[config.mk]
export PLATFORM = sky130hd
export DESIGN_NAME = response_pattern_matcher_top
export DESIGN_NICKNAME = d
export VERILOG_FILES = /design/src/rtl/rpm_pkg.sv /design/src/rtl/response_pattern_matcher_top.sv /design/src/rtl/rpm_cfg.sv /design/src/rtl/rpm_match.sv /design/src/rtl/rpm_state.sv /design/src/rtl/rpm_out_buf.sv
export SDC_FILE = /design/constraint.sdc
export NUM_CORES = 1
export LEC_CHECK = 0
export BUFFER_PORTS_ARGS = -buffer_cell sky130_fd_sc_hd__buf_2
export CORE_MARGIN = 8
export CORE_UTILIZATION = 40
export DETAILED_ROUTE_END_ITERATION = 8
export SLEW_MARGIN = 20
export SYNTH_ARGS = -nofsm -noshare
export SYNTH_HDL_FRONTEND = slang
export SYNTH_SLANG_ARGS = --single-unit
[constraint.sdc]
create_clock -name clk -period 4.8 [get_ports clk]
set_clock_uncertainty 0.15 [all_clocks]
set_input_delay 0 -clock clk [delete_from_list [all_inputs] [get_ports clk]]
set_output_delay 0 -clock clk [all_outputs]
set_load 0.05 [all_outputs]
[src/rtl/rpm_pkg.sv]
package rpm_pkg;

  localparam int MAX_PATTERN_DEF  = 8;
  localparam int BUFFER_DEPTH_DEF = 1024;

  localparam int PATTERN_W = 64;
  localparam int LEN_W     = 4;
  localparam int TIMEOUT_W = 16;
  localparam int INDEX_W   = 10;
  localparam int ELAPSED_W = 16;

  localparam int DATA_W = 64;
  localparam int ADDR_W = 5;

  localparam logic [LEN_W-1:0]     PATTERN_LENGTH_RST = 4'd2;
  localparam logic [TIMEOUT_W-1:0] TIMEOUT_MS_RST     = 16'd5000;
  localparam logic                 STOP_ON_MATCH_RST  = 1'b1;

  localparam logic [ELAPSED_W-1:0] ELAPSED_MAX = '1;

  // register index = paddr[4:3]
  typedef enum logic [1:0] {
    REG_PATTERN_BYTES  = 2'd0,
    REG_PATTERN_LENGTH = 2'd1,
    REG_TIMEOUT_MS     = 2'd2,
    REG_STOP_ON_MATCH  = 2'd3
  } reg_idx_t;

  typedef enum logic [1:0] {
    ACT_START = 2'd0,
    ACT_BYTE  = 2'd1,
    ACT_TICK  = 2'd2
  } action_t;

  typedef struct packed {
    logic [PATTERN_W-1:0] pattern_bytes;
    logic [LEN_W-1:0]     pattern_length;
    logic [TIMEOUT_W-1:0] timeout_ms;
    logic                 stop_on_match;
  } cfg_t;

  typedef struct packed {
    logic               matched;
    logic [INDEX_W-1:0] match_index;
    logic               window_done;
    logic               timed_out;
  } result_t;

endpackage

[src/rtl/response_pattern_matcher_top.sv]
// A result is registered in the output buffer when its request is accepted.
// Throughput: one request per cycle while in_stall is low; the state update and the eight-byte
// window compare sit between the state registers and the output register.
// A two-entry output buffer takes one more request while a result is stalled;
// the input stalls once both entries are full.
// Reset (rst_n low, synchronous) opens an empty window and loads register defaults.
module response_pattern_matcher_top #(
  parameter int MAX_PATTERN  = rpm_pkg::MAX_PATTERN_DEF,
  parameter int BUFFER_DEPTH = rpm_pkg::BUFFER_DEPTH_DEF
) (
  input  logic                           clk,
  input  logic                           rst_n,

  input  logic                           in_valid,
  output logic                           in_stall,
  input  logic [1:0]                     in_action,
  input  logic [7:0]                     in_rx_byte,

  output logic                           out_valid,
  input  logic                           out_stall,
  output logic                           out_matched,
  output logic [rpm_pkg::INDEX_W-1:0]    out_match_index,
  output logic                           out_window_done,
  output logic                           out_timed_out,

  input  logic                           psel,
  input  logic                           penable,
  input  logic                           pwrite,
  input  logic [rpm_pkg::ADDR_W-1:0]     paddr,
  input  logic [rpm_pkg::DATA_W-1:0]     pwdata,
  output logic [rpm_pkg::DATA_W-1:0]     prdata,
  output logic                           pready
);

  rpm_pkg::cfg_t    cfg;
  rpm_pkg::result_t result;
  rpm_pkg::result_t out_data;
  logic             accept;
  logic             full;

  assign in_stall = full;
  assign accept   = in_valid & ~full;

  rpm_cfg u_cfg (
    .clk     (clk),
    .rst_n   (rst_n),
    .psel    (psel),
    .penable (penable),
    .pwrite  (pwrite),
    .paddr   (paddr),
    .pwdata  (pwdata),
    .prdata  (prdata),
    .pready  (pready),
    .cfg     (cfg)
  );

  rpm_state #(
    .MAX_PATTERN  (MAX_PATTERN),
    .BUFFER_DEPTH (BUFFER_DEPTH)
  ) u_state (
    .clk     (clk),
    .rst_n   (rst_n),
    .accept  (accept),
    .action  (in_action),
    .rx_byte (in_rx_byte),
    .cfg     (cfg),
    .result  (result)
  );

  rpm_out_buf u_out_buf (
    .clk       (clk),
    .rst_n     (rst_n),
    .push      (accept),
    .push_data (result),
    .full      (full),
    .out_valid (out_valid),
    .out_stall (out_stall),
    .out_data  (out_data)
  );

  assign out_matched     = out_data.matched;
  assign out_match_index = out_data.match_index;
  assign out_window_done = out_data.window_done;
  assign out_timed_out   = out_data.timed_out;

  a_timeout_closed: assert property (@(posedge clk) disable iff (!rst_n)
    (out_valid && out_timed_out) |-> (out_window_done && !out_matched))
    else $error("timed_out reported on an open or matched window");

  a_skid_needs_out: assert property (@(posedge clk) disable iff (!rst_n)
    in_stall |-> out_valid)
    else $error("skid entry held while output slot is empty");

  a_stall_on_backpressure: assert property (@(posedge clk) disable iff (!rst_n)
    (accept && out_valid && out_stall) |=> in_stall)
    else $error("request accepted into a stalled output without holding it");

  a_result_follows: assert property (@(posedge clk) disable iff (!rst_n)
    accept |=> out_valid)
    else $error("accepted request produced no result");

endmodule

[src/rtl/rpm_cfg.sv]
module rpm_cfg (
  input  logic                        clk,
  input  logic                        rst_n,
  input  logic                        psel,
  input  logic                        penable,
  input  logic                        pwrite,
  input  logic [rpm_pkg::ADDR_W-1:0]  paddr,
  input  logic [rpm_pkg::DATA_W-1:0]  pwdata,
  output logic [rpm_pkg::DATA_W-1:0]  prdata,
  output logic                        pready,
  output rpm_pkg::cfg_t               cfg
);

  rpm_pkg::cfg_t     cfg_r;
  rpm_pkg::cfg_t     cfg_nxt;
  rpm_pkg::reg_idx_t reg_idx;
  logic              wr_en;

  assign pready  = 1'b1;
  assign reg_idx = rpm_pkg::reg_idx_t'(paddr[4:3]);
  assign wr_en   = psel & penable & pwrite;

  always_comb begin
    cfg_nxt = cfg_r;
    if (wr_en) begin
      case (reg_idx)
        rpm_pkg::REG_PATTERN_BYTES:  cfg_nxt.pattern_bytes  = pwdata;
        rpm_pkg::REG_PATTERN_LENGTH: cfg_nxt.pattern_length = pwdata[rpm_pkg::LEN_W-1:0];
        rpm_pkg::REG_TIMEOUT_MS:     cfg_nxt.timeout_ms     = pwdata[rpm_pkg::TIMEOUT_W-1:0];
        rpm_pkg::REG_STOP_ON_MATCH:  cfg_nxt.stop_on_match  = pwdata[0];
        default: ;
      endcase
    end
  end

  always_ff @(posedge clk) begin
    if (!rst_n) begin
      cfg_r.pattern_bytes  <= '0;
      cfg_r.pattern_length <= rpm_pkg::PATTERN_LENGTH_RST;
      cfg_r.timeout_ms     <= rpm_pkg::TIMEOUT_MS_RST;
      cfg_r.stop_on_match  <= rpm_pkg::STOP_ON_MATCH_RST;
    end else begin
      cfg_r <= cfg_nxt;
    end
  end

  always_comb begin
    case (reg_idx)
      rpm_pkg::REG_PATTERN_BYTES:  prdata = cfg_r.pattern_bytes;
      rpm_pkg::REG_PATTERN_LENGTH:
        prdata = {{(rpm_pkg::DATA_W-rpm_pkg::LEN_W){1'b0}}, cfg_r.pattern_length};
      rpm_pkg::REG_TIMEOUT_MS:
        prdata = {{(rpm_pkg::DATA_W-rpm_pkg::TIMEOUT_W){1'b0}}, cfg_r.timeout_ms};
      rpm_pkg::REG_STOP_ON_MATCH:
        prdata = {{(rpm_pkg::DATA_W-1){1'b0}}, cfg_r.stop_on_match};
      default: prdata = '0;
    endcase
  end

  assign cfg = cfg_r;

endmodule

[src/rtl/rpm_match.sv]
module rpm_match #(
  parameter int MAX_PATTERN = rpm_pkg::MAX_PATTERN_DEF,
  parameter int CNT_W       = 11
) (
  input  logic [8*MAX_PATTERN-1:0]       window,
  input  logic [rpm_pkg::PATTERN_W-1:0]  pattern_bytes,
  input  logic [rpm_pkg::LEN_W-1:0]      pattern_length,
  input  logic [CNT_W-1:0]               count,
  output logic                           hit,
  output logic [rpm_pkg::LEN_W-1:0]      eff_len
);

  logic [rpm_pkg::LEN_W-1:0] len_clamp;
  logic                      eq_sel;

  assign len_clamp = (pattern_length > rpm_pkg::LEN_W'(MAX_PATTERN)) ?
                     rpm_pkg::LEN_W'(MAX_PATTERN) : pattern_length;

  // pattern ends before its first zero byte
  always_comb begin
    eff_len = len_clamp;
    for (int i = MAX_PATTERN - 1; i >= 0; i--) begin
      if ((rpm_pkg::LEN_W'(i) < len_clamp) && (pattern_bytes[8*i +: 8] == 8'd0)) begin
        eff_len = rpm_pkg::LEN_W'(i);
      end
    end
  end

  // compare newest bytes against the pattern, one candidate per length
  always_comb begin
    logic eq_l;
    int   idx;
    eq_sel = 1'b0;
    for (int l = 1; l <= MAX_PATTERN; l++) begin
      eq_l = 1'b1;
      for (int i = 0; i < MAX_PATTERN; i++) begin
        idx = (i < l) ? (l - 1 - i) : 0;
        if ((i < l) && (pattern_bytes[8*i +: 8] != window[8*idx +: 8])) begin
          eq_l = 1'b0;
        end
      end
      if (eff_len == rpm_pkg::LEN_W'(l)) begin
        eq_sel = eq_l;
      end
    end
  end

  assign hit = (eff_len != '0) &&
               (count >= {{(CNT_W-rpm_pkg::LEN_W){1'b0}}, eff_len}) && eq_sel;

endmodule

[src/rtl/rpm_state.sv]
module rpm_state #(
  parameter int MAX_PATTERN  = rpm_pkg::MAX_PATTERN_DEF,
  parameter int BUFFER_DEPTH = rpm_pkg::BUFFER_DEPTH_DEF
) (
  input  logic              clk,
  input  logic              rst_n,
  input  logic              accept,
  input  logic [1:0]        action,
  input  logic [7:0]        rx_byte,
  input  rpm_pkg::cfg_t     cfg,
  output rpm_pkg::result_t  result
);

  localparam int WIN_W = 8 * MAX_PATTERN;
  localparam int CNT_W = $clog2(BUFFER_DEPTH + 1);
  localparam int DIF_W = (CNT_W > rpm_pkg::INDEX_W) ? CNT_W : rpm_pkg::INDEX_W;

  logic [WIN_W-1:0]                window_r, window_nxt;
  logic [CNT_W-1:0]                count_r, count_nxt;
  logic [rpm_pkg::ELAPSED_W-1:0]   elapsed_r, elapsed_nxt;
  logic                            found_r, found_nxt;
  logic [rpm_pkg::INDEX_W-1:0]     index_r, index_nxt;
  logic                            closed_r, closed_nxt;

  logic [WIN_W+7:0]                win_ext;
  logic [WIN_W-1:0]                win_shift;
  logic [CNT_W-1:0]                count_inc;
  logic                            hit;
  logic [rpm_pkg::LEN_W-1:0]       eff_len;
  logic [DIF_W-1:0]                start_off;
  logic                            byte_take;

  assign win_ext   = {window_r, rx_byte};
  assign win_shift = win_ext[WIN_W-1:0];
  assign count_inc = count_r + 1'b1;
  assign byte_take = !closed_r && (rx_byte != 8'd0) && (count_r < CNT_W'(BUFFER_DEPTH));
  assign start_off = DIF_W'(count_inc) - DIF_W'(eff_len);

  rpm_match #(
    .MAX_PATTERN (MAX_PATTERN),
    .CNT_W       (CNT_W)
  ) u_match (
    .window         (win_shift),
    .pattern_bytes  (cfg.pattern_bytes),
    .pattern_length (cfg.pattern_length),
    .count          (count_inc),
    .hit            (hit),
    .eff_len        (eff_len)
  );

  always_comb begin
    window_nxt  = window_r;
    count_nxt   = count_r;
    elapsed_nxt = elapsed_r;
    found_nxt   = found_r;
    index_nxt   = index_r;
    closed_nxt  = closed_r;
    if (accept) begin
      case (rpm_pkg::action_t'(action))
        rpm_pkg::ACT_START: begin
          window_nxt  = '0;
          count_nxt   = '0;
          elapsed_nxt = '0;
          found_nxt   = 1'b0;
          index_nxt   = '0;
          closed_nxt  = 1'b0;
        end
        rpm_pkg::ACT_BYTE: begin
          if (byte_take) begin
            window_nxt = win_shift;
            count_nxt  = count_inc;
            if (!found_r && hit) begin
              found_nxt = 1'b1;
              index_nxt = start_off[rpm_pkg::INDEX_W-1:0];
            end
          end
        end
        rpm_pkg::ACT_TICK: begin
          if (!closed_r && (elapsed_r != rpm_pkg::ELAPSED_MAX)) begin
            elapsed_nxt = elapsed_r + 1'b1;
          end
        end
        default: ;
      endcase
      // close on timeout, or on a match when stop-on-match is set
      if (!closed_nxt &&
          ((elapsed_nxt >= cfg.timeout_ms) || (found_nxt && cfg.stop_on_match))) begin
        closed_nxt = 1'b1;
      end
    end
  end

  always_ff @(posedge clk) begin
    if (!rst_n) begin
      window_r  <= '0;
      count_r   <= '0;
      elapsed_r <= '0;
      found_r   <= 1'b0;
      index_r   <= '0;
      closed_r  <= 1'b0;
    end else begin
      window_r  <= window_nxt;
      count_r   <= count_nxt;
      elapsed_r <= elapsed_nxt;
      found_r   <= found_nxt;
      index_r   <= index_nxt;
      closed_r  <= closed_nxt;
    end
  end

  assign result.matched     = found_nxt;
  assign result.match_index = index_nxt;
  assign result.window_done = closed_nxt;
  assign result.timed_out   = closed_nxt & ~found_nxt;

endmodule

[src/rtl/rpm_out_buf.sv]
module rpm_out_buf (
  input  logic              clk,
  input  logic              rst_n,
  input  logic              push,
  input  rpm_pkg::result_t  push_data,
  output logic              full,
  output logic              out_valid,
  input  logic              out_stall,
  output rpm_pkg::result_t  out_data
);

  logic             out_valid_r, out_valid_nxt;
  logic             skid_valid_r, skid_valid_nxt;
  rpm_pkg::result_t out_data_r, out_data_nxt;
  rpm_pkg::result_t skid_data_r, skid_data_nxt;

  always_comb begin
    out_valid_nxt  = out_valid_r;
    out_data_nxt   = out_data_r;
    skid_valid_nxt = skid_valid_r;
    skid_data_nxt  = skid_data_r;
    if (!out_valid_r || !out_stall) begin
      // output slot frees up: older skid entry goes first
      out_valid_nxt  = skid_valid_r | push;
      out_data_nxt   = skid_valid_r ? skid_data_r : push_data;
      skid_valid_nxt = skid_valid_r & push;
      skid_data_nxt  = push_data;
    end else if (push) begin
      skid_valid_nxt = 1'b1;
      skid_data_nxt  = push_data;
    end
  end

  always_ff @(posedge clk) begin
    if (!rst_n) begin
      out_valid_r  <= 1'b0;
      skid_valid_r <= 1'b0;
    end else begin
      out_valid_r  <= out_valid_nxt;
      skid_valid_r <= skid_valid_nxt;
    end
  end

  always_ff @(posedge clk) begin
    out_data_r  <= out_data_nxt;
    skid_data_r <= skid_data_nxt;
  end

  assign full      = skid_valid_r;
  assign out_valid = out_valid_r;
  assign out_data  = out_data_r;

endmodule

==> impl_metrics.env, run 1 <==
export IMPL_status="finished clean"
export IMPL_grt_setup_unrepaired="false"
export IMPL_fin_nets=1999
export IMPL_tightest_slew_ns=0.808
export IMPL_dp_hpwl_mm=34.8
export IMPL_grt_max_degree=107
export IMPL_hold_path_class="in -> reg"
export IMPL_via_per_inst=5.59
export IMPL_pwr_share_seq_pct=41.6
export IMPL_finalSetupViolations=0
export IMPL_grt_pass1_vias=13161
export IMPL_min_from="out_stall"
export IMPL_reg2reg_slack_ns=0.17
export IMPL_clockBufferDepth=3
export IMPL_placementRows=67
export IMPL_sw_frac_of_total_pct=25.9
export IMPL_crit_family="compound AO/OA/AOI/OAI gates"
export IMPL_layout_min_cycle_time_ns=4.63
export IMPL_drv_cap=0
export IMPL_drt_iter0_drc=1007
export IMPL_io_pins=166
export IMPL_synth_area_leaders="dfxtp_1, xnor2_1, xor2_1"
export IMPL_syn_nets=1839
export IMPL_setup_slack_ns=0.173
export IMPL_utilization_pct=49.4
export IMPL_core_area_mm2=0.0335
export IMPL_drt_pass1_iter_count=5
export IMPL_antenna_found_initial=0
export IMPL_wirelength_mm=50.0
export IMPL_yosys_warnings=0
export IMPL_power_frac_comb_pct=11.9
export IMPL_clk_pin_slew_worst_paths_ns=0.06
export IMPL_grt_use_total_pct=23.9
export IMPL_drc=0
export IMPL_post_route_period_util_pct=96.4
export IMPL_r2r_cells=14
export IMPL_leakage_nw=6.88
export IMPL_gr_total_overflow=0
export IMPL_yosysTopAreaCell="dfxtp_1"
export IMPL_path_max_fanout=8
export IMPL_synth_top_cell_area_share_pct=26.8
export IMPL_insertion_delay_ns=0.55
export IMPL_slew_violations=0
export IMPL_setup_tns_ns=0
export IMPL_clockPowerShare_pct=46.6
export IMPL_syn_area_mm2=0.0136
export IMPL_start_kind="flip-flop"
export IMPL_vias=13183
export IMPL_synth_distinct_cells=70
export IMPL_cp_buffers_inverters=0
export IMPL_crit_chain="nor4_1, nand3_1, a211oi_1, a21oi_4, ha_1, nor2b_1, o21ai_0, nand2b_1, a2111o_1, nor2_1, a221oi_4, o311ai_4, mux2_4, a31oi_1"
export IMPL_die_w_um=200
export IMPL_cp_end_kind="flip-flop"
export IMPL_dp_slack_ns=0.232
export IMPL_path_depth=14
export IMPL_ir_drop_mv=0.243
export IMPL_r2r_end="u_out_buf.out_data[4]"
export IMPL_gp_congestion=0.991
export IMPL_hold_worst_slack_ns=0.00870
export IMPL_worstReg2RegStart="u_cfg.cfg[45]"
export IMPL_synth_edff_count=26
export IMPL_routedWlPerCell_um=21.2
export IMPL_numCtsBuffers=26
export IMPL_p_switching_mw=1.12
export IMPL_synth_flop_cell="dfxtp_1"
export IMPL_worstSetupPathType="reg -> reg"
export IMPL_cts_tree="yes"
export IMPL_holdPathEnd="u_out_buf.full"
export IMPL_crit_slowest_cell="nor4_1"
export IMPL_max_freq_mhz=216
export IMPL_syn_instance_count=1730
export IMPL_ys_seq_elements=208
export IMPL_clock_sinks=208
export IMPL_relSlewSlack_pct=45.6
export IMPL_drive_gt1_share_pct=16.2
export IMPL_internal_power_mw=3.21
export IMPL_finalHoldViolCount=0
export IMPL_initial_utilization_pct=40.5
export IMPL_synth_seq_area_share_pct=32.6
export IMPL_die_h_um=200
export IMPL_dieArea_mm2=0.0401
export IMPL_arrival_ns=4.82
export IMPL_whs_path_depth=3
export IMPL_cp_required_ns=4.99
export IMPL_cts_root_buf="clkbuf_16"
export IMPL_power_density_mw_per_mm2=261
export IMPL_syn_to_final_growth_pct=22.0
export IMPL_drt_antenna_violating_nets=0
export IMPL_grt_pass1_wl_mm=77.6
export IMPL_synthArstFlopShare_pct=0
export IMPL_crit_path_max_incr_delay_ns=0.67
export IMPL_post_cts_buffers=0
export IMPL_fill_cells=3286
export IMPL_port_buffers=161
export IMPL_antennaDiodeCount=0
export IMPL_htree_levels=1
export IMPL_avgSynthCellArea_um2=7.86
[metal layers]
metal | routed length (µm) | GRT usage [%] | up-vias
li1 | - | - | 6183
met1 | 21400 | 30.6 | 6263
met2 | 22700 | 39.2 | 574
met3 | 3490 | 4.07 | 163
met4 | 2470 | 10.6 | 0
met5 | 0 | 0 | -
[synthesized netlist by cell type (8+ instances only)]
| master | n |
|---|---|
| dfxtp_1 | 182 |
| nor3_1 | 11 |
| a21o_1 | 10 |
| buf_1 | 20 |
| buf_2 | 9 |
| nor4_1 | 62 |
| clkbuf_1 | 148 |
| xnor2_1 | 184 |
| nand4_1 | 57 |
| ha_1 | 22 |
| inv_1 | 29 |
| o21ai_0 | 25 |
| edfxtp_1 | 26 |
| a22oi_1 | 24 |
| nand3_1 | 64 |
| o21ai_1 | 9 |
| a21oi_1 | 162 |
| nor2_1 | 86 |
| or3_1 | 8 |
| nand2_1 | 272 |
| and2_1 | 56 |
| mux2i_1 | 23 |
| xor2_1 | 134 |
[power by group through the flow]
stage | clock network [mW] | logic (mW) | registers [mW]
CTS | 2.05 | 0.508 | 1.80
global placement | 0 | 0.454 | 1.84
floorplan | 0 | 0.283 | 1.85
global route | 2.11 | 0.550 | 1.80
finish | 2.02 | 0.514 | 1.80
detailed placement | 0 | 0.455 | 1.84
[worst max path at each step]
stage	start	end	slack, ns
CTS	u_cfg.cfg[45]	u_out_buf.out_data[2]	0.20
floorplan	u_state.elapsed_r[4]	u_out_buf.skid_data_r[0]	0.59
detailed placement	u_cfg.cfg[45]	u_out_buf.out_data[2]	0.23
global route	u_cfg.cfg[45]	u_out_buf.out_data[4]	0.01
global placement	u_cfg.cfg[45]	u_out_buf.out_data[2]	0.29
finish	u_cfg.cfg[45]	u_out_buf.out_data[4]	0.17
[tightest hold or removal path: cells and delay by family]
kind / cells / cell delay [ns]
buffers and inverters: 1 / 0.11
and+or+nand+nor: 1 / 0.43
AOI/OAI and AO/OA: 1 / 0.08
[cell usage in the layout (no fill, tap or decap), types with 8 or more instances in the layout]
cell type	n
buf_4	66
nor4_1	62
nand3_1	64
and2_1	55
clkbuf_16	27
ha_1	22
edfxtp_1	26
a22oi_1	24
mux2i_1	23
a21oi_1	161
dlygate4sd3_1	81
o21ai_1	9
a21o_1	10
inv_1	28
o21ai_0	25
clkbuf_8	10
nor2_1	85
nand4_1	57
xor2_1	134
dfxtp_1	182
nor3_1	11
xnor2_1	184
or3_1	8
nand2_1	270
buf_2	161
[cell type report]
class                      count  area, µm²  share of cell area, %
clock inverter                 7       71.3                  0.430
clock buffer                  41        828                   5.00
timing repair buffer         312       2190                   13.2
multi-input combinational   1311       8390                   50.6
inverter                      31        119                  0.717
tap                          448        561                   3.38
sequential                   208       4420                   26.7
[sequential cells by signal, indices dropped and copies added (netlist names)]
name	flops
u_state.found_r	1
u_state.count_r	11
u_out_buf.out_valid	1
u_state.closed_r	1
u_out_buf.skid_data_r	13
u_out_buf.full	1
u_state.window_r	56
u_out_buf.out_data	13
u_state.index_r	10
u_state.elapsed_r	16
u_cfg.cfg	85
[logic make-up after synthesis]
logic type,count (synthesis),share of synthesized area [%]
adder cells (fa/ha/maj),23,2.17
multiplexers,27,2.16
AO/OA/AOI/OAI,291,13.5
flip-flops,208,32.6
buffers and inverters,211,6.02
other,1,0.0276
XOR/XNOR,318,20.5
AND/OR/NAND/NOR,651,23.1
[per-stage QoR]
stage / area [µm²] / std cells / power, mW
2_1_floorplan: 13600 / 1730 / 2.13
3_3_place_gp: 14900 / 2229 / 2.29
3_5_place_dp: 14900 / 2229 / 2.29
4_1_cts: 16600 / 2358 / 4.36
5_1_grt: 16600 / 2358 / 4.47
6_report: 16600 / 2358 / 4.33
[timing repair]
item                       in CTS  in global routing
hold buffers                   81                  0
hold endpoints to repair      118                  0
setup endpoints to repair       0                  1
resized for setup               0                  4
Note: power is estimated with default switching activity, not from simulation.
==> run 2, diff against run 1 <==
ABC_CLOCK_PERIOD_IN_PS = 4800   (was not set)
BUFFER_PORTS_ARGS = -buffer_cell sky130_fd_sc_hd__buf_4   (was -buffer_cell sky130_fd_sc_hd__buf_2)
==> impl_metrics.env, run 2 (synthesized netlist as in run 1, its figures left out) <==
export IMPL_status="finished clean"
export IMPL_holdPathEnd="u_out_buf.full"
export IMPL_antennaDiodeCount=0
export IMPL_drt_antenna_violating_nets=0
export IMPL_grt_setup_unrepaired="false"
export IMPL_design_area_mm2=0.0170
export IMPL_antenna_found_initial=0
export IMPL_r2r_end="u_out_buf.skid_data_r[0]"
export IMPL_htree_levels=1
export IMPL_reg2reg_slack_ns=0.36
export IMPL_power_density_mw_per_mm2=247
export IMPL_core_area_mm2=0.0335
export IMPL_placed_area_mm2=0.0154
export IMPL_port_buffers=161
export IMPL_initial_utilization_pct=40.5
export IMPL_largest_register_ffs=85
export IMPL_sw_frac_of_total_pct=26.7
export IMPL_fill_cells=3256
export IMPL_clockPowerShare_pct=44.0
export IMPL_leakage_nw=6.97
export IMPL_vias=13254
export IMPL_finalSetupViolations=0
export IMPL_gr_total_overflow=0
export IMPL_hold_worst_slack_ns=0.0326
export IMPL_p_switching_mw=1.12
export IMPL_cts_root_buf="clkbuf_16"
export IMPL_layout_commonest_cell="nand2_1"
export IMPL_die_w_um=200
export IMPL_cts_tree="yes"
export IMPL_cp_required_ns=4.97
export IMPL_slew_violations=0
export IMPL_setup_tns_ns=0
export IMPL_grt_use_total_pct=24.4
export IMPL_layout_min_cycle_time_ns=4.44
export IMPL_worstReg2RegStart="u_state.elapsed_r[5]"
export IMPL_clk_pin_slew_worst_paths_ns=0.06
export IMPL_hold_path_class="in -> reg"
export IMPL_syn_to_final_growth_pct=25.4
export IMPL_tightest_slew_ns=0.980
export IMPL_numCtsBuffers=25
export IMPL_fin_nets=2019
export IMPL_internal_power_mw=3.08
export IMPL_post_route_period_util_pct=92.5
export IMPL_drive_gt1_share_pct=16.3
export IMPL_dieArea_mm2=0.0401
export IMPL_min_from="out_stall"
export IMPL_power_frac_comb_pct=13.1
export IMPL_cp_end_kind="flip-flop"
export IMPL_routedWlPerCell_um=21.5
export IMPL_path_max_fanout=7
export IMPL_via_per_inst=5.58
export IMPL_worstSetupPathType="reg -> reg"
export IMPL_drv_cap=0
export IMPL_wirelength_mm=51.2
export IMPL_grt_max_degree=113
export IMPL_clockBufferDepth=3
export IMPL_setup_slack_ns=0.359
export IMPL_dp_cells=2242
export IMPL_dp_slack_ns=0.127
export IMPL_crit_path_start="u_state.elapsed_r[5]"
export IMPL_max_freq_mhz=225
export IMPL_gp_congestion=0.995
export IMPL_drt_iter0_drc=981
export IMPL_start_kind="flip-flop"
export IMPL_die_h_um=200
export IMPL_instances_no_fill=2376
export IMPL_whs_path_depth=3
export IMPL_drt_pass1_iter_count=5
export IMPL_io_pins=166
export IMPL_final_cell_mix="nand2_1, buf_4, xnor2_1"
export IMPL_clock_sinks=208
export IMPL_insertion_delay_ns=0.54
export IMPL_grt_pass1_wl_mm=78.6
export IMPL_finalHoldViolCount=0
export IMPL_dp_hpwl_mm=35.6
export IMPL_placementRows=67
export IMPL_arrival_ns=4.61
export IMPL_ir_drop_mv=0.279
export IMPL_pwr_share_seq_pct=42.9
export IMPL_relSlewSlack_pct=34.1
export IMPL_r2r_cells=14
export IMPL_drc=0
export IMPL_grt_pass1_vias=13099
## run 2: cell types whose count changed in the layout (fill, tap and decap cells not counted), moves of 2 or more
cell,delta
clkinv_2,+2
clkinv_1,+2
clkbuf_8,-10
dlygate4sd3_1,+7
clkbuf_1,+4
buf_2,-161
buf_4,+176
clkbuf_16,-2
## run 2: cell type report
cell class	instances	area, µm²	share of cell area (%)
sequential	208	4420	26.0
clock buffer	33	656	3.85
clock inverter	12	129	0.756
multi-input combinational	1311	8400	49.3
tap	448	561	3.29
timing repair buffer	333	2760	16.2
inverter	31	119	0.697
## run 2: through the flow
stage          power (mW)  util, %
3_5_place_dp         2.33     45.8
3_3_place_gp         2.33     45.8
2_1_floorplan        2.13        -
6_report             4.20     50.8
5_1_grt              4.35     50.8
4_1_cts              4.23     50.7
## run 2: power groups by stage
stage	registers (mW)	clock network (mW)	logic, mW
after floorplan	1.85	0	0.283
after global placement	1.84	0	0.487
after detailed placement	1.84	0	0.490
after CTS	1.80	1.89	0.545
after global routing	1.80	1.96	0.587
final	1.80	1.85	0.552
## run 2: repair_timing
item / 4_1_cts / 5_1_grt
hold buffers: 88 / 0
gates resized for setup: 0 / 5
setup endpoints to repair: 0 / 17
hold endpoints to repair: 130 / 0
buffers inserted: 0 / 1
## run 2: how the worst max path moves through the flow
stage	end	slack, ns	cells past startpoint
final	u_out_buf.skid_data_r[0]	0.36	14
after global routing	u_out_buf.out_data[0]	0.03	16
after floorplan	u_out_buf.skid_data_r[0]	0.59	16
after detailed placement	u_out_buf.skid_data_r[8]	0.13	14
after CTS	u_out_buf.out_data[9]	0.11	14
after global placement	u_out_buf.skid_data_r[8]	0.19	14
## run 2: critical path, cell delays in order, from the launching register on
cell and delay [ns]:
dfxtp_1 0.37, and4_1 0.22, and4_1 0.21, and4_1 0.25, a311oi_4 0.37, and4_1 0.35
and3_1 0.24, xnor2_1 0.15, nor2_1 0.08, ha_1 0.31, nand4_1 0.11, or4_1 0.55
o21bai_1 0.31, nor3_1 0.13, a2111oi_1 0.43
## run 2: layer usage
layer	global-route usage (%)	routed length, µm	vias up
li1	-	-	6227
met5	0	0	-
met4	9.99	2130	0
met3	5.05	3990	144
met2	39.6	23400	554
met1	31.1	21700	6329
==> run 3, diff against run 2 <==
ABC_CLOCK_PERIOD_IN_PS = 4000   (was 4800)
clock period = 4 ns   (was 4.8 ns; I/O delays follow)
==> impl_metrics.env, run 3 (synthesized netlist as in run 1, its figures left out) <==
export IMPL_drt_iter0_drc=1434
export IMPL_drt_pass1_iter_count=6
export IMPL_antenna_found_initial=1
export IMPL_cts_root_buf="clkbuf_16"
export IMPL_crit_chain="and4_4, and4_4, and4_4, a311oi_4, buf_4, mux2i_1, nor2_1, ha_1, a21o_1, a21o_1, a21o_1, a21o_1, a2111oi_4, o21bai_4, nor3_4, a2111oi_2"
export IMPL_start_kind="flip-flop"
export IMPL_fill_cells=3164
export IMPL_clockPowerShare_pct=45.0
export IMPL_post_route_period_util_pct=99.4
export IMPL_hold_path_class="in -> reg"
export IMPL_slew_violations=0
export IMPL_fin_nets=2122
export IMPL_syn_to_final_growth_pct=34.8
export IMPL_clock_sinks=208
export IMPL_power_density_mw_per_mm2=286
export IMPL_r2r_end="u_out_buf.skid_data_r[0]"
export IMPL_multi_input_area_mm2=0.00880
export IMPL_setup_slack_ns=0.0253
export IMPL_dp_slack_ns=-0.0794
export IMPL_grt_use_total_pct=25.6
export IMPL_critPathMostFrequentCell="a21o_1"
export IMPL_gp_congestion=0.975
export IMPL_layout_commonest_cell="buf_4"
export IMPL_drv_cap=0
export IMPL_whs_path_depth=4
export IMPL_power_frac_comb_pct=13.9
export IMPL_htree_levels=1
export IMPL_grt_pass1_vias=13474
export IMPL_relSlewSlack_pct=42.8
export IMPL_grt_setup_unrepaired="true"
export IMPL_numCtsBuffers=25
export IMPL_internal_power_mw=3.85
export IMPL_path_max_fanout=5
export IMPL_drc=0
export IMPL_status="finished clean"
export IMPL_grt_pass1_wl_mm=81.9
export IMPL_clockBufferDepth=3
export IMPL_via_per_inst=5.57
export IMPL_die_h_um=200
export IMPL_final_cell_mix="buf_4, nand2_1, xnor2_1"
export IMPL_ir_drop_mv=0.285
export IMPL_gr_total_overflow=0
export IMPL_vias=13818
export IMPL_sw_frac_of_total_pct=26.5
export IMPL_antennaDiodeCount=0
export IMPL_dp_cells=2339
export IMPL_cp_required_ns=4.11
export IMPL_cts_tree="yes"
export IMPL_dp_hpwl_mm=38.3
export IMPL_largest_register_ffs=85
export IMPL_grt_max_degree=175
export IMPL_routedWlPerCell_um=21.8
export IMPL_r2r_cells=16
export IMPL_crit_path_max_incr_delay_ns=0.45
export IMPL_worstSetupPathType="reg -> reg"
export IMPL_placementRows=67
export IMPL_tightest_slew_ns=0.858
export IMPL_crit_slowest_cell="a2111oi_4"
export IMPL_finalHoldViolCount=0
export IMPL_min_from="paddr[4]"
export IMPL_seqCellArea_mm2=0.00443
export IMPL_max_freq_mhz=252
export IMPL_drive_gt1_share_pct=23.9
export IMPL_finalSetupViolations=0
export IMPL_arrival_ns=4.08
export IMPL_drt_antenna_violating_nets=0
export IMPL_wirelength_mm=54.2
export IMPL_layout_min_cycle_time_ns=3.97
export IMPL_io_pins=166
export IMPL_reg2reg_slack_ns=0.03
export IMPL_leakage_nw=7.65
export IMPL_die_w_um=200
export IMPL_holdPathEnd="u_cfg.cfg[17]"
export IMPL_worstReg2RegStart="u_state.elapsed_r[4]"
export IMPL_initial_utilization_pct=40.5
export IMPL_instances_no_fill=2480
export IMPL_insertion_delay_ns=0.54
export IMPL_core_area_mm2=0.0335
export IMPL_p_switching_mw=1.39
export IMPL_utilization_pct=54.6
export IMPL_cp_end_kind="flip-flop"
export IMPL_clk_pin_slew_worst_paths_ns=0.06
export IMPL_dieArea_mm2=0.0401
export IMPL_pwr_share_seq_pct=41.1
export IMPL_port_buffers=161
-- run 3: cell types whose count changed in the layout (fill, tap and decap cells not counted), moves of 5 or more --
cell	change
dfxtp_2	+5
buf_4	+96
dfxtp_1	-5
o21ai_2	+10
clkbuf_8	+5
nor4_1	-6
o21ai_1	-8
buf_6	+9
-- run 3: worst max path at each step --
stage / startpoint / to / depth (start not counted)
floorplan: u_state.elapsed_r[4] / u_out_buf.skid_data_r[0] / 16
global placement: u_state.elapsed_r[7] / u_out_buf.out_data[0] / 14
detailed placement: u_state.elapsed_r[7] / u_out_buf.skid_data_r[0] / 16
CTS: u_state.elapsed_r[7] / u_out_buf.skid_data_r[0] / 14
global route: u_state.elapsed_r[4] / u_out_buf.skid_data_r[0] / 16
finish: u_state.elapsed_r[4] / u_out_buf.skid_data_r[0] / 16
-- run 3: stage by stage --
stage          TNS [ns]  hold slack, ns  cell area [µm²]  total power [mW]
2_1_floorplan         0         -0.0249            13600              2.56
5_1_grt          -0.997          0.0714            18300              5.40
4_1_cts         -0.0265          0.0168            17900              5.23
3_3_place_gp     -0.134          0.0905            16100              2.82
6_report              0          0.0465            18300              5.24
3_5_place_dp     -0.536           0.101            16100              2.82
-- run 3: power by group through the flow --
stage               sequential (mW)  clock [mW]  combinational, mW
floorplan                      2.22           0              0.342
global route                   2.16        2.47              0.768
global placement               2.20           0              0.620
finish                         2.16        2.36              0.726
detailed placement             2.20           0              0.622
CTS                            2.15        2.39              0.692
-- run 3: final cells by class --
class,count,area share [%]
Clock buffer,35,4.01
Clock inverter,11,0.628
Inverter,31,0.649
Multi-Input combinational cell,1311,48.0
Sequential cell,208,24.2
Tap cell,448,3.06
Timing Repair Buffer,436,19.4
-- run 3: repair_timing --
action,CTS,global route
buffers inserted,2,7
pin swaps,4,46
endpoints found under the setup margin,25,38
hold buffers,86,0
gates resized for setup,10,74
endpoints found under the hold margin,126,0
-- run 3: routing by layer --
layer | part of all wire, % | GRT usage (%) | wire, µm | vias up
met1 | 42 | 34.2 | 22800 | 6546
met2 | 45 | 40.8 | 24400 | 681
met4 | 4.2 | 10.0 | 2300 | 0
li1 | - | - | - | 6436
met5 | 0 | 0 | 0 | -
met3 | 8.6 | 4.18 | 4680 | 155
-- run 3: critical path, delay by kind of cell, from the launching register on --
family          cells  cell delay, ns
compound gates      8            1.73
simple gates        5            0.84
flops               1            0.32
fa+ha+maj           1            0.30
buf+inv             1            0.20
mux                 1            0.17
